$ cat config.mk
export PLATFORM = sky130hd
export DESIGN_NAME = sri_sqrt_pipe
export DESIGN_NICKNAME = d
export VERILOG_FILES = /design/src/hw/rtl/sri_sqrt_pipe.sv
export SDC_FILE = /design/constraint.sdc
export NUM_CORES = 2
export LEC_CHECK = 0
export BUFFER_PORTS_ARGS = -buffer_cell sky130_fd_sc_hd__buf_2
export CELL_PAD_IN_SITES_DETAIL_PLACEMENT = 0
export CELL_PAD_IN_SITES_GLOBAL_PLACEMENT = 2
export CORE_MARGIN = 2
export CORE_UTILIZATION = 41
export CTS_CLUSTER_SIZE = 30
export DETAILED_ROUTE_END_ITERATION = 8
export GPL_TIMING_DRIVEN = 0
export PLACE_DENSITY_LB_ADDON = 0.2
export SLEW_MARGIN = 20
export SYNTH_ARGS = -nofsm -noshare
export SYNTH_HDL_FRONTEND = slang
export SYNTH_SLANG_ARGS = --single-unit
$ cat constraint.sdc
create_clock -name clk -period 3.4 [get_ports clk]
set_input_delay 0.17 -clock clk [delete_from_list [all_inputs] [get_ports clk]]
set_output_delay 0.17 -clock clk [all_outputs]
set_load 0.02 [all_outputs]
$ cat src/hw/rtl/sri_sqrt_pipe.sv
// Pipelined integer square root, one root bit per stage.
`default_nettype none

module sri_sqrt_pipe #(
  parameter int RW = 32,
  parameter int TW = 1
) (
  input  wire logic            clk,
  input  wire logic            rst_n,
  input  wire logic            en,
  input  wire logic            in_vld,
  input  wire logic [2*RW-1:0] in_x,
  input  wire logic [TW-1:0]   in_tag,
  output logic                 out_vld,
  output logic [RW-1:0]        out_root,
  output logic [TW-1:0]        out_tag
);

  localparam int XW = 2 * RW;

  logic          vld_r  [0:RW];
  logic [XW-1:0] rem_r  [0:RW];
  logic [RW-1:0] root_r [0:RW];
  logic [TW-1:0] tag_r  [0:RW];

  always_ff @(posedge clk) begin
    if (!rst_n) begin
      vld_r[0] <= 1'b0;
    end else if (en) begin
      vld_r[0] <= in_vld;
    end
  end

  always_ff @(posedge clk) begin
    if (en) begin
      rem_r[0]  <= in_x;
      root_r[0] <= '0;
      tag_r[0]  <= in_tag;
    end
  end

  // rem holds x - root^2; (root + 2^i)^2 - root^2 = root*2^(i+1) + 2^(2i)
  for (genvar s = 1; s <= RW; s++) begin : g_stage
    localparam int I = RW - s;
    logic [XW-1:0] trial;
    logic          fit;

    assign trial = ({{RW{1'b0}}, root_r[s-1]} << (I + 1)) | (XW'(1) << (2 * I));
    assign fit   = rem_r[s-1] >= trial;

    always_ff @(posedge clk) begin
      if (!rst_n) begin
        vld_r[s] <= 1'b0;
      end else if (en) begin
        vld_r[s] <= vld_r[s-1];
      end
    end

    always_ff @(posedge clk) begin
      if (en) begin
        rem_r[s]  <= fit ? rem_r[s-1] - trial : rem_r[s-1];
        root_r[s] <= root_r[s-1] | (RW'(fit) << I);
        tag_r[s]  <= tag_r[s-1];
      end
    end
  end

  assign out_vld  = vld_r[RW];
  assign out_root = root_r[RW];
  assign out_tag  = tag_r[RW];

endmodule

`default_nettype wire

### Word level (Yosys, flattened, before mapping)

Memories as Yosys holds them, arrays and structs flattened.
Cells that the tools add are included.
W data, S select, Z words.

| word-level totals | value |
|---|---|
| flip-flop bits (word level) | 0 |
| latch bits | 0 |
| memory bits (writable) | 3234 |
| ROM bits | 0 |
| input bits | 69 |
| output and inout bits | 34 |
| logic and storage cells | 203 |
| memories | 4 |

| operators by class | value |
|---|---|
| $add $sub $neg | 32 |
| multiply operators | 0 |
| divide/modulo/power cells | 0 |
| order comparisons | 32 |
| equal/unequal tests | 0 |
| shifts and indexed selects | 0 |
| muxes and demuxes | 70 |
| bitwise gates (word level) | 65 |
| reduce and logical (&&, ||, !) cells | 0 |

Memory list:

| memory | depth | bits a word | read ports | clocked after Yosys merged registers in | wr ports | RTL line | text |
|---|---|---|---|---|---|---|---|
| rem_r | 33 | 64 | 32 | 0 | 33 | 22 | `logic [XW-1:0] rem_r [0:RW];` |
| root_r | 33 | 32 | 33 | 0 | 33 | 23 | `logic [RW-1:0] root_r [0:RW];` |
| tag_r | 33 | 1 | 33 | 0 | 33 | 24 | `logic [TW-1:0] tag_r [0:RW];` |
| vld_r | 33 | 1 | 33 | 0 | 33 | 21 | `logic vld_r [0:RW];` |

Operator list:

| operator | count |
|---|---|
| $mux W64 | 32 |
| $ge A64 B33 Y1 | 1 |
| $ge A64 B34 Y1 | 1 |
| $ge A64 B35 Y1 | 1 |
| $ge A64 B36 Y1 | 1 |
| $ge A64 B37 Y1 | 1 |
| $ge A64 B38 Y1 | 1 |
| $ge A64 B39 Y1 | 1 |
| $ge A64 B40 Y1 | 1 |
| $ge A64 B41 Y1 | 1 |
| $ge A64 B42 Y1 | 1 |
| $ge A64 B43 Y1 | 1 |
| $ge A64 B44 Y1 | 1 |
| $ge A64 B45 Y1 | 1 |
| $ge A64 B46 Y1 | 1 |
| $ge A64 B47 Y1 | 1 |
| $ge A64 B48 Y1 | 1 |
| $ge A64 B49 Y1 | 1 |
| $ge A64 B50 Y1 | 1 |
| $ge A64 B51 Y1 | 1 |
| $ge A64 B52 Y1 | 1 |
| $ge A64 B53 Y1 | 1 |
| $ge A64 B54 Y1 | 1 |
| $ge A64 B55 Y1 | 1 |
| 75 further kinds | 144 |

### Longest topological paths before layout

| logic depth | value |
|---|---|
| depth after elaboration | 4 |
| depth in mapped cells | 15 |
| gate-level depth less buffers | 13 |

### Least setup slack after synthesis

No wires, ideal clock.

| timing | value |
|---|---|
| path kind | register -> register |
| start | mem rem_r[0][994] (netlist bit) |
| end | mem rem_r[0][1077] (netlist bit), data pin |
| setup time | 0.258 ns |
| arrival | 3.309 ns |
| data required time | 3.142 ns |
| path slack | -0.167 ns |
| stages on the path, launching flop included | 12 |
| path buffers | 0 |
| period minus slack after synthesis | 3.567 ns |
| path through | edfxtp_1 ha_1 nor2b_1 o21ai_0 a21boi_0 o21ai_0 a211oi_1 a21o_1 a31oi_2 a2111oi_0 or2b_1 xnor2_1 |

RTL lines:

| element | RTL line |
|---|---|
| start, declared | 22 |

==> run summary <==
For this run, the leading register cell type out of synthesis is sky130_fd_sc_hd__edfxtp_1. The number of max-slew violations in the final report came out at 0. The run gives 0.866 as the placer congestion estimate.

The share of cells above drive strength 1 came out at 0.184. The first global-routing pass estimated 473,000 µm of wire. The register share of total power was 0.450.

The initialized floorplan defines 202 standard-cell rows. The top cell types in the final layout, fill and taps aside, are sky130_fd_sc_hd__edfxtp_1, sky130_fd_sc_hd__inv_1, sky130_fd_sc_hd__nand2_1. Leading cell type in the layout, fill and taps excluded: sky130_fd_sc_hd__edfxtp_1.

At the worst endpoint, the required time is 4.02 ns. Power comes to 99.0 mW. The total of warnings raised by yosys is 0.

Worst relative slew slack: 0.295. The cell sitting at the root of the clock tree is a sky130_fd_sc_hd__clkbuf_16. The combinational share of power is 0.226. From synthesis to final layout, the design area changed by 22.0%. In this run the critical register-to-register path is captured at rem_r[0][1978]. Launch instance of the worst min-delay path: en. The number of placed instances, taps included, is 13,800.

The maximum net fanout on the critical path is 5, and the final design area excluding fillers is 152,000 µm². Chip width: 555 µm. Summed over all cells, the static leakage comes to 56.9 nW.

The post-route met1 wirelength was 142,000 µm; the mean number of vias per cell was 5.37. The via count of the first global-routing pass came out at 78,800. The final setup slack of the worst path is -0.254 ns, and the worst setup slack for register-to-register paths is -0.25 ns. After the first detailed-routing iteration, the DRC count stood at 5,992. The synthesized flop and latch total is 2,642. The part of the Yosys area used for sequential elements was 0.638. For the netlist area before placement, the log shows 124,000 µm². The run gives 0.0567 ns as the final setup skew. The count of placed standard cells in the final layout, fillers left out is 14,800. The placed instances occupy a cell area of 131,000 µm². Entering global routing, the biggest net connects 159 pins. For the cell count after synthesis, the log shows 9,712.

The clock drives 2,642 sinks. STA classifies the critical path endpoint as a flip-flop. For the HPWL after detailed placement, the log shows 228,000 µm. The worst voltage drop across the vdd grid came out at 0.000440 V. The cell count of the worst hold path is 3. Setup repair after global routing could not meet its margin everywhere.

Class of the tightest hold or removal check: in -> reg. In this run the power density over the cells is 653 nW/µm². Counting distinct cell types in the post-synthesis netlist gives 96.

The portion of the clock cycle consumed by the worst path in the final layout was 1.07; the first-pass iteration count of the detailed router was 6. The depth of the worst register-to-register path is 12, and the total count of hold-check failures in the final report is 0. The startpoint identified for the worst register-to-register timing path is rem_r[0][1898].

After clock tree synthesis, the clock-pin slew on the worst setup and hold paths is 0.05 ns. Measured along the y axis, the die boundary spans 555 µm. After detailed routing, no signal wire sits above met5.

The logs give 134 for the final setup violation count and 9 for the number of antenna violations at the first check in global routing. The share of total power consumed by net switching is 0.296. At the later pin of the worst-skew pair, clock insertion delay measures 0.92 ns. In this run the count of I/O pins placed on the die edge is 103.

The run gives 308,000 µm² as the die area. Time the final worst path needs with I/O delays and setup: 3.65 ns. The tools report the worst path arrival time as 4.27 ns.

The starting density of the core is 0.411, and the wire length on met2 is 150,000 µm. After detailed routing, the number of remaining DRC violations is 0. No sink is reached through more buffers than the 4 on the longest clock path.

The area of the multi-input gates came out at 47,800 µm². The tool flagged a number of max-cap violations equal to 0. For this block, the routed nets add up to 316,000 µm of wire. Critical setup path kind: reg -> reg. The average footprint of a synthesized cell was 12.8 µm²; the final-layout fill cell count was 26,100. Synthesis produced a netlist with a net count of 10,300. Static timing analysis puts the maximum clock frequency at 274 MHz. At the placement stage, the worst setup path has a slack of -2.07 ns. The measured slew at the worst slew-check pin works out to 1.03 ns. The run gives 299 as the number of clock buffers inserted by TritonCTS.

For the total routing resource utilization after global routing, the log shows 0.198. The final reports fail on negative setup slack. The tools report the worst hold slack as 0.0466 ns. The analysis attributes to net switching a power of 29.4 mW. The run gives 79,600 as the total via count in the routed design.

The logs give 0.323 for the power share of the clock group and 14,900 µm for the met3 routed wirelength. For this run, the post-layout net count is 11,200. The footprint of the flip-flops and latches was 79,300 µm². The average wire length per cell after detail routing was 21.3 µm. The flow ran to the end, but the final reports show violations. The count of nets left with antenna violations once routing finished came out at 0. The cell-internal power is 69.7 mW. The count of buffers added on input and output ports is 102. The region available for standard cell placement spans 302,000 µm². The path with the worst hold slack has its endpoint at root_r[0][574]. The number of synthesized flops with an enable pin is 2,641, and the share of async-settable or async-resettable flops after synthesis is 0. TritonCTS built the clock tree.

The worst setup path is launched from a flip-flop. The H-tree generated during clock tree synthesis spans 5 levels. For this run the aggregate overflow at the end of global routing stands at 0.
## worst max path at each step
stage | startpoint | endpoint | depth (start not counted)
after global placement | en | vld_r[30] | 2
after global routing | rem_r[0][1898] | rem_r[0][1978] | 12
after CTS | rem_r[0][1900] | rem_r[0][1969] | 11
after detailed placement | root_r[0][829] | rem_r[0][1714] | 14
after floorplan | rem_r[0][1898] | rem_r[0][1977] | 11
final | rem_r[0][1898] | rem_r[0][1978] | 12
## critical path, stage by stage (launching register included)
cell,delay [ns]
sky130_fd_sc_hd__edfxtp_1,0.44
sky130_fd_sc_hd__nor4_4,0.34
sky130_fd_sc_hd__nand3_2,0.12
sky130_fd_sc_hd__or4_4,0.43
sky130_fd_sc_hd__or4_4,0.45
sky130_fd_sc_hd__or4_4,0.50
sky130_fd_sc_hd__or3_4,0.39
sky130_fd_sc_hd__nor2_8,0.12
sky130_fd_sc_hd__buf_12,0.16
sky130_fd_sc_hd__a311oi_4,0.05
sky130_fd_sc_hd__buf_6,0.18
sky130_fd_sc_hd__nand4b_1,0.11
sky130_fd_sc_hd__xnor2_1,0.10
## routing by layer
| metal | vias to the layer above | GRT usage |
|---|---|---|
| met5 | - | 0 |
| met4 | 4 | 0.0560 |
| met3 | 490 | 0.0326 |
| met2 | 1528 | 0.325 |
| met1 | 39300 | 0.271 |
| li1 | 38300 | - |
## power by group through the flow
stage          combinational [mW]  sequential [mW]  clock (mW)
2_1_floorplan                13.8             43.5           0
3_3_place_gp                 15.7             46.0           0
3_5_place_dp                 18.7             45.1           0
4_1_cts                      20.9             44.5        32.9
5_1_grt                      24.7             45.0        34.1
6_report                     22.4             44.6        32.0
## area by class of cell
cell class | count | share of cell area
flip-flops and latches | 2642 | 0.523
multi-input cells | 6194 | 0.316
clock buffers | 365 | 0.0517
repair buffers | 645 | 0.0397
well taps | 3978 | 0.0328
inverters | 692 | 0.0174
clock inverters | 176 | 0.0122
plain buffers | 141 | 0.00723
diodes | 4 | 0.0000660
## registers in the layout, summed over array words and instances (netlist names)
signal / cells
tag_r: 33
rem_r: 2048
root_r: 528
vld_r: 33
## cell families after synthesis
logic type / count (synthesis) / share of synthesized area
AND/OR/NAND/NOR: 2819 / 0.117
flip-flops: 2642 / 0.638
AO/OA/AOI/OAI: 1848 / 0.0928
XOR/XNOR: 892 / 0.0629
buffers and inverters: 880 / 0.0268
adder cells (fa/ha/maj): 558 / 0.0562
multiplexers: 73 / 0.00653
## per-stage QoR
step	utilization	setup TNS, ns
6_report	0.501	-13.75
5_1_grt	0.501	-31.11
4_1_cts	0.487	-12.08
3_5_place_dp	0.432	-1363.56
3_3_place_gp	0.430	-
2_1_floorplan	-	-0.493
## Yosys cell counts (96+ instances only)
master,n,area [µm²]
sky130_fd_sc_hd__inv_1,691,2590
sky130_fd_sc_hd__clkbuf_1,160,601
sky130_fd_sc_hd__o21a_1,96,721
sky130_fd_sc_hd__nor4_1,344,2150
sky130_fd_sc_hd__or3_1,105,657
sky130_fd_sc_hd__nor3_1,258,1290
sky130_fd_sc_hd__ha_1,558,6980
sky130_fd_sc_hd__xnor2_1,447,3920
sky130_fd_sc_hd__nand2b_1,101,632
sky130_fd_sc_hd__xor2_1,445,3900
sky130_fd_sc_hd__nand2_1,703,2640
sky130_fd_sc_hd__nand4_1,139,870
sky130_fd_sc_hd__nor2_1,555,2080
sky130_fd_sc_hd__nand3_1,143,716
sky130_fd_sc_hd__edfxtp_1,2641,79300
sky130_fd_sc_hd__a21o_1,249,1870
sky130_fd_sc_hd__o21ai_0,480,2400
sky130_fd_sc_hd__a21oi_1,568,2840
## what timing repair did
action / 4_1_cts / 5_1_grt
gates cloned: 13 / 9
hold buffers: 132 / 2
setup endpoints to repair: 1223 / 903
gates resized for setup: 830 / 714
pin swaps: 217 / 225
buffers inserted: 216 / 167
hold endpoints to repair: 267 / 137
No activity file was read; power rests on OpenSTA's default activity.
