[src/hw/rtl/sri_pkg.sv]
// Shared types and constants for the Sellmeier refractive index unit.
`default_nettype none

package sri_pkg;

  localparam int WL_W    = 32;
  localparam int L2_W    = 64;
  localparam int ND_W    = 30;
  localparam int TERM_QW = 40;
  localparam int FB_NUMW = 61;
  localparam int FB_QW   = 55;

  localparam logic [ND_W-1:0]    ONE_Q28   = 30'h1000_0000;
  localparam logic [29:0]        P_Q30     = 30'd562270382;
  localparam logic [30:0]        Q_Q30     = 31'd1628698843;
  localparam logic [WL_W-1:0]    SAT_INDEX = 32'hFFFF_FFFF;

  typedef enum logic [2:0] {
    CFG_B1   = 3'd0,
    CFG_B2   = 3'd1,
    CFG_B3   = 3'd2,
    CFG_C1   = 3'd3,
    CFG_C2   = 3'd4,
    CFG_C3   = 3'd5,
    CFG_ND   = 3'd6,
    CFG_ABBE = 3'd7
  } cfg_idx_t;

  typedef enum logic [1:0] {
    CD_IDLE,
    CD_MUL,
    CD_DIV
  } cd_state_t;

endpackage

`default_nettype wire

[src/hw/rtl/sri_coef_div.sv]
// Serial divider that derives the Cauchy fallback coefficients from nd and vd.
`default_nettype none

module sri_coef_div
  import sri_pkg::*;
(
  input  wire logic            clk,
  input  wire logic            rst_n,
  input  wire logic            start,
  input  wire logic [ND_W-1:0] index_d_line,
  input  wire logic [31:0]     abbe_number,
  output logic                 busy,
  output logic [FB_QW-1:0]     bq,
  output logic [FB_QW-1:0]     cq
);

  localparam int CNT_W = $clog2(FB_NUMW);
  localparam int DEN_W = 38;

  cd_state_t state_r, state_nxt;

  logic [CNT_W-1:0]   cnt_r;
  logic [FB_NUMW-1:0] num_a_r, num_b_r, qa_r, qb_r;
  logic [DEN_W-1:0]   den_r, rem_a_r, rem_b_r;
  logic [ND_W-1:0]    dmag;
  logic [DEN_W:0]     ta, tb;
  logic               fit_a, fit_b, last, do_load, do_step;

  assign dmag  = (index_d_line >= ONE_Q28) ? index_d_line - ONE_Q28 : ONE_Q28 - index_d_line;
  assign ta    = {rem_a_r, num_a_r[FB_NUMW-1]};
  assign tb    = {rem_b_r, num_b_r[FB_NUMW-1]};
  assign fit_a = ta >= {1'b0, den_r};
  assign fit_b = tb >= {1'b0, den_r};
  assign last  = cnt_r == CNT_W'(FB_NUMW - 1);

  always_comb begin
    state_nxt = state_r;
    unique case (state_r)
      CD_IDLE: if (start) state_nxt = CD_MUL;
      CD_MUL:  state_nxt = start ? CD_MUL : CD_DIV;
      CD_DIV: begin
        if (start) state_nxt = CD_MUL;
        else if (last) state_nxt = CD_IDLE;
      end
      default: state_nxt = CD_IDLE;
    endcase
  end

  always_comb begin
    busy    = 1'b1;
    do_load = 1'b0;
    do_step = 1'b0;
    unique case (state_r)
      CD_IDLE: busy = 1'b0;
      CD_MUL:  do_load = 1'b1;
      CD_DIV:  do_step = 1'b1;
      default: busy = 1'b0;
    endcase
  end

  always_ff @(posedge clk) begin
    if (!rst_n) begin
      state_r <= CD_IDLE;
    end else begin
      state_r <= state_nxt;
    end
  end

  always_ff @(posedge clk) begin
    if (do_load) begin
      num_a_r <= FB_NUMW'({31'b0, dmag} * {31'b0, P_Q30});
      num_b_r <= FB_NUMW'({31'b0, dmag} * {30'b0, Q_Q30});
      den_r   <= {abbe_number, 6'b0};
      rem_a_r <= '0;
      rem_b_r <= '0;
      cnt_r   <= '0;
    end else if (do_step) begin
      rem_a_r <= fit_a ? DEN_W'(ta - {1'b0, den_r}) : ta[DEN_W-1:0];
      rem_b_r <= fit_b ? DEN_W'(tb - {1'b0, den_r}) : tb[DEN_W-1:0];
      qa_r    <= {qa_r[FB_NUMW-2:0], fit_a};
      qb_r    <= {qb_r[FB_NUMW-2:0], fit_b};
      num_a_r <= {num_a_r[FB_NUMW-2:0], 1'b0};
      num_b_r <= {num_b_r[FB_NUMW-2:0], 1'b0};
      cnt_r   <= cnt_r + 1'b1;
    end
  end

  assign bq = qa_r[FB_QW-1:0];
  assign cq = qb_r[FB_QW-1:0];

endmodule

`default_nettype wire

[config.mk]
export PLATFORM = sky130hd
export DESIGN_NAME = sri_coef_div
export DESIGN_NICKNAME = d
export VERILOG_FILES = /design/src/hw/rtl/sri_pkg.sv /design/src/hw/rtl/sri_coef_div.sv
export SDC_FILE = /design/constraint.sdc
export NUM_CORES = 2
export LEC_CHECK = 0
export BUFFER_PORTS_ARGS = -buffer_cell sky130_fd_sc_hd__buf_4
export CAP_MARGIN = 20
export CORE_MARGIN = 3
export CORE_UTILIZATION = 40
export DETAILED_ROUTE_END_ITERATION = 12
export GPL_ROUTABILITY_DRIVEN = 1
export PLACE_DENSITY = 0.62
export SETUP_SLACK_MARGIN = 0.3
export SLEW_MARGIN = 25
export SYNTH_ARGS = -nofsm -noshare
export SYNTH_HDL_FRONTEND = slang
export SYNTH_SLANG_ARGS = --single-unit
[constraint.sdc]
create_clock -name clk -period 27.9 [get_ports clk]
set_clock_uncertainty 0.15 [all_clocks]
set_input_delay 4.185 -clock clk [delete_from_list [all_inputs] [get_ports clk]]
set_output_delay 4.185 -clock clk [all_outputs]
set_load 0.02 [all_outputs]
=== Word-level counts from Yosys, hierarchy flattened ===
Cells that the tools add are included.

* Equal/unequal tests: 5
* Reduce and logical (&&, ||, !) cells: 5
* Divide/modulo/power cells: 0
* Shift-type cells: 0
* Bitwise operators: 1
* Magnitude comparators: 3
* $add $sub $neg: 5
* Multiply operators: 2
* Multiplexer cells: 15

{| class="wikitable"
|+ Operators by type and width
! cell !! number
|-
| $mux W61 || 2
|-
| $mux W60 || 2
|-
| $ge A39 B38 Y1 || 2
|-
| $mux W38 || 2
|-
| $sub A38 B38 Y38 || 2
|-
| $mul A30 B31 Y61 const B || 1
|-
| $mul A30 B29 Y59 const B || 1
|-
| $ge A30 B29 Y1 const B || 1
|-
| $mux W30 || 1
|-
| $sub A29 B30 Y30 const A || 1
|-
| $sub A30 B29 Y30 const B || 1
|-
| $mux W2 || 4
|-
| $add A6 B1 Y6 const B || 1
|-
| $eq A6 B6 Y1 const B || 1
|-
| $pmux W2 S3 || 1
|-
| $reduce_and A2 Y1 || 2
|-
| $mux W1 || 3
|-
| $ne A3 B3 Y1 const B || 1
|-
| $eq A2 B1 Y1 const B || 1
|-
| $eq A2 B2 Y1 const B || 1
|-
| $logic_not A2 Y1 || 1
|-
| $ne A2 B2 Y1 const B || 1
|-
| $reduce_bool A2 Y1 || 1
|-
| $reduce_or A2 Y1 || 1
|-
| $not A1 Y1 || 1
|}

* RAM bits: 0
* Input port bits: 65
* Memories kept: 0
* Flip-flop bits (word level): 347
* Bits in latches: 0
* Logic and storage cells: 46
* ROM bits: 0

=== Logic depth before layout (Yosys ltp) ===
* Word-level depth: 4
* Mapped depth: 36
* Mapped depth without buffers: 35

=== Worst setup path after synthesis ===
Ideal clock, no wire load.

* Path type: in2reg
* From: input index_d_line[28]
* To: register num_b_r[53], data pin
* Data required time: 27.490 ns
* Arrival time: 13.022 ns
* Buffers on the path: 2
* Path slack: 14.468 ns
* Cell stages on the path: 30
* Cell sequence: inv_1 -> ha_1 -> clkbuf_1 -> clkbuf_1 -> o41ai_1 -> xnor2_1 -> inv_1 -> fa_1 -> inv_1 -> fa_1 -> fa_1 -> inv_1 -> fa_1 -> inv_1 -> fa_1 -> fa_1 -> inv_1 -> fa_1 -> ha_1 -> ha_1 -> nand2_1 -> o21ai_0 -> nor2_1 -> a221o_1 -> o221ai_2 -> o221ai_1 -> or3_1 -> o221ai_1 -> xor2_1 -> mux2_2

* Longest elaborated chain between the ends: 4

{| class="wikitable"
|+ RTL lines
! what !! line !! text
|-
| from (decl) || sri_coef_div.sv:10 || <nowiki>input wire logic [ND_W-1:0] index_d_line,</nowiki>
|-
| $sub A29 B30 Y30, or another cell as far along || sri_coef_div.sv:29 || <nowiki>assign dmag = (index_d_line >= ONE_Q28) ? index_d_line - ONE_Q28 : ONE_Q28 - index_d_line;</nowiki>
|-
| $mux W30 * || sri_coef_div.sv:29 ||
|-
| $mul A30 B31 Y61 * || sri_coef_div.sv:72 || <nowiki>num_b_r <= FB_NUMW'({31'b0, dmag} * {30'b0, Q_Q30});</nowiki>
|-
| $mux W61 * || sri_coef_div.sv:70 || <nowiki>if (do_load) begin</nowiki>
|-
| to (signal assigned) || sri_coef_div.sv:72 ||
|-
| to (signal assigned) || sri_coef_div.sv:83 || <nowiki>num_b_r <= {num_b_r[FB_NUMW-2:0], 1'b0};</nowiki>
|-
| to (decl) || sri_coef_div.sv:23 || <nowiki>logic [FB_NUMW-1:0] num_a_r, num_b_r, qa_r, qb_r;</nowiki>
|}

Mark *: on every way between the ends. The rest lies on a longest branch, timed or not.
A chain may end at the register's enable or synchronous reset.

=== Worst setup path after layout ===
* From: input index_d_line[5]
* To: register num_a_r[57], data pin

* Longest elaborated chain between the ends: 4

{| class="wikitable"
|+ RTL lines
! what !! line !! text
|-
| $sub A29 B30 Y30, or another cell as far along || sri_coef_div.sv:29 ||
|-
| $mux W30 * || sri_coef_div.sv:29 ||
|-
| $mul A30 B29 Y59 * || sri_coef_div.sv:71 || <nowiki>num_a_r <= FB_NUMW'({31'b0, dmag} * {31'b0, P_Q30});</nowiki>
|-
| $mux W60 * || sri_coef_div.sv:70 ||
|-
| to (signal assigned) || sri_coef_div.sv:71 ||
|-
| to (signal assigned) || sri_coef_div.sv:82 || <nowiki>num_a_r <= {num_a_r[FB_NUMW-2:0], 1'b0};</nowiki>
|-
| to (decl) || sri_coef_div.sv:23 ||
|}

Marked as above.

==> results.yml <==
outcome:
  run_status: "finished, final reports clean"
worst_setup_path:
  critPathArrivalTime_ps: 14600
  critical_path.max_fanout: 14
  cp-end-kind: "register"
  crit_required_ps: 28130
  slowest_stage: "inv_1"
  slowest_delay_ps: 750
  startpoint: "index_d_line[5]"
  reg2reg_from: "den_r[7]"
  cp-start-kind: "input pin"
  path_class: "in2reg"
yosys:
  synthesis.area_um2: 45900
  synth_top_area_frac: 0.252
  synth.distinct_cells: 84
  synthFlopType: "edfxtp_1"
  ys_ff_latch: 345
  synth_edf_count: 260
  syn_avg_cell_area_um2: 10.3
  ys_warn_count: 0
  ys_top_cells_by_area: "fa_1 25%, ha_1 21%, edfxtp_1 17%"
  synthCells: 4452
  ys_seq_area_frac: 0.207
  synth.most_common_cell: "inv_1"
  yosys.area.top_type: "fa_1"
  async_reset_ff_frac: 0
  synthesis.nets: 5876
  synthTopCellsByCount: "898 x inv_1, 781 x ha_1, 578 x fa_1"
clock_network:
  cts-root-buf: "clkbuf_16"
  numCtsBuffers: 44
  clkLatencyLatePin_ps: 630
  tritoncts: "built"
  clockBufferDepth: 3
  clkTransAtPathRegs_ps: 60
  hold_buffers: 0
  cts_max_level: 2
  clkSinkCount: 345
  post_cts_resized: 0
  cts_setup_buffers: 0
finish:
  drive_gt1_frac: 0.0939
  num-nets-final: 6023
  area_delta_synth_final_pct: 10.4
timing:
  fin_crit_sh: 0.515
  setup_viol: 0
  finalMaxSlewViolations: 0
  worst_slew_pin_slew_ps: 1140
  hold_viol_final: 0
  grt_setup_unrepaired: "no"
  relSlewSlack: 0.232
  max_freq_mhz: 69.6
  tns_ps: 0
  period_minus_slack_ps: 14370
floorplan:
  die_w_um: 345
  die_h_um: 345
  die_area_um2: 119000
  initial_core_util: 0.405
  core_area_um2: 113000
  num_io_pins: 176
  rows: 123
global_routing:
  grt_overflow_total: 0
  grt_pass1_wl_um: 188000
  grt_pass1_vias: 33800
  grt_usage: 0.204
  grt_antenna_before_repair: 8
  grt_max_degree: 115
worst_hold_path:
  hold_start: "qb_r[22]"
  hold_class: "reg2reg"
detailed_routing:
  ant_nets: 0
  routed_wl_um: 120000
  vias: 32400
  drt-wirelength-per-cell_um: 19.5
  drc: 0
  viasPerCell: 5.28
  drtIter0Drc: 2017
  first_pass_iters: 5
placement:
  gp_congestion: 0.973
  io_buffers: 175
  dpl.hpwl_um: 97000
run:
  cap_violations: 0
## stage by stage
step / util / area (um2) / setup WS (ps) / hold WS (ps) / instances
finish: 0.448 / 50600 / 13530 / 295 / 6137
detailed placement: 0.434 / 49100 / 13110 / 283 / 6053
CTS: 0.448 / 50600 / 13770 / 296 / 6132
global route: 0.448 / 50600 / 13080 / 305 / 6132
floorplan: - / 45900 / 14470 / 304 / 4452
global placement: 0.434 / 49100 / 13200 / 279 / 6053
## critical path, delay by kind of cell
family                   cells  cell delay [ps]
AO/OA/AOI/OAI                5             1580
buffers and inverters        7             1320
multiplexers                 1              390
AND/OR/NAND/NOR              8             2990
adder cells (fa/ha/maj)      9             3890
XOR/XNOR                     1              200
## final cells by class
type | count | area, um2
timing repair buffer | 217 | 1640
multi-input combinational | 3091 | 32700
inverter | 900 | 3380
clock buffer | 54 | 1160
tap | 1500 | 1880
antenna | 5 | 12.5
fill | 10800 | 62500
clock inverter | 25 | 339
sequential | 345 | 9510
## sequential cells by signal, summed over array words and instances, names as in the netlist
name     flops
rem_a_r     38
num_a_r     59
qb_r        55
qa_r        55
rem_b_r     38
state_r      2
den_r       32
num_b_r     60
cnt_r        6
## final timing paths
kind	endpoint	slack, ps	depth (start not counted)
worst min register to register	qb_r[23]	300	0
worst min-delay path	qb_r[23]	300	0
worst max register to register	rem_a_r[34]	23540	13
worst max-delay path	num_a_r[57]	13530	31
## layout by cell type (no fill, tap or decap), types with 57 or more instances in the layout
master,Yosys,final
mux2_2,96,96
a211oi_1,57,57
xnor2_1,121,102
a21oi_1,212,212
xor2_1,78,76
dfxtp_1,85,85
a21o_1,97,97
nand2_1,186,186
o21ai_0,104,104
nand3_1,62,62
nor2_1,216,216
buf_4,2,216
inv_1,898,897
edfxtp_1,260,260
ha_1,781,778
fa_1,578,578
## kinds of logic after synthesis
logic type               Yosys count  synth area share
multiplexers                     141            0.0334
buffers and inverters           1016            0.0837
flip-flops                       345             0.207
XOR/XNOR                         199            0.0380
AO/OA/AOI/OAI                    716             0.103
AND/OR/NAND/NOR                  676            0.0691
adder cells (fa/ha/maj)         1359             0.465
## per-layer routing
layer | global-route usage | vias up | share of wire
met1 | 0.271 | 16200 | 0.43
met5 | 0 | - | 0.00026
li1 | - | 15300 | -
met4 | 0.0507 | 4 | 0.025
met3 | 0.0378 | 158 | 0.063
met2 | 0.345 | 757 | 0.48
Power is left out: the tool's default activity adds up to more than one toggle a clock period on the data nets, which glitch-free logic cannot reach.
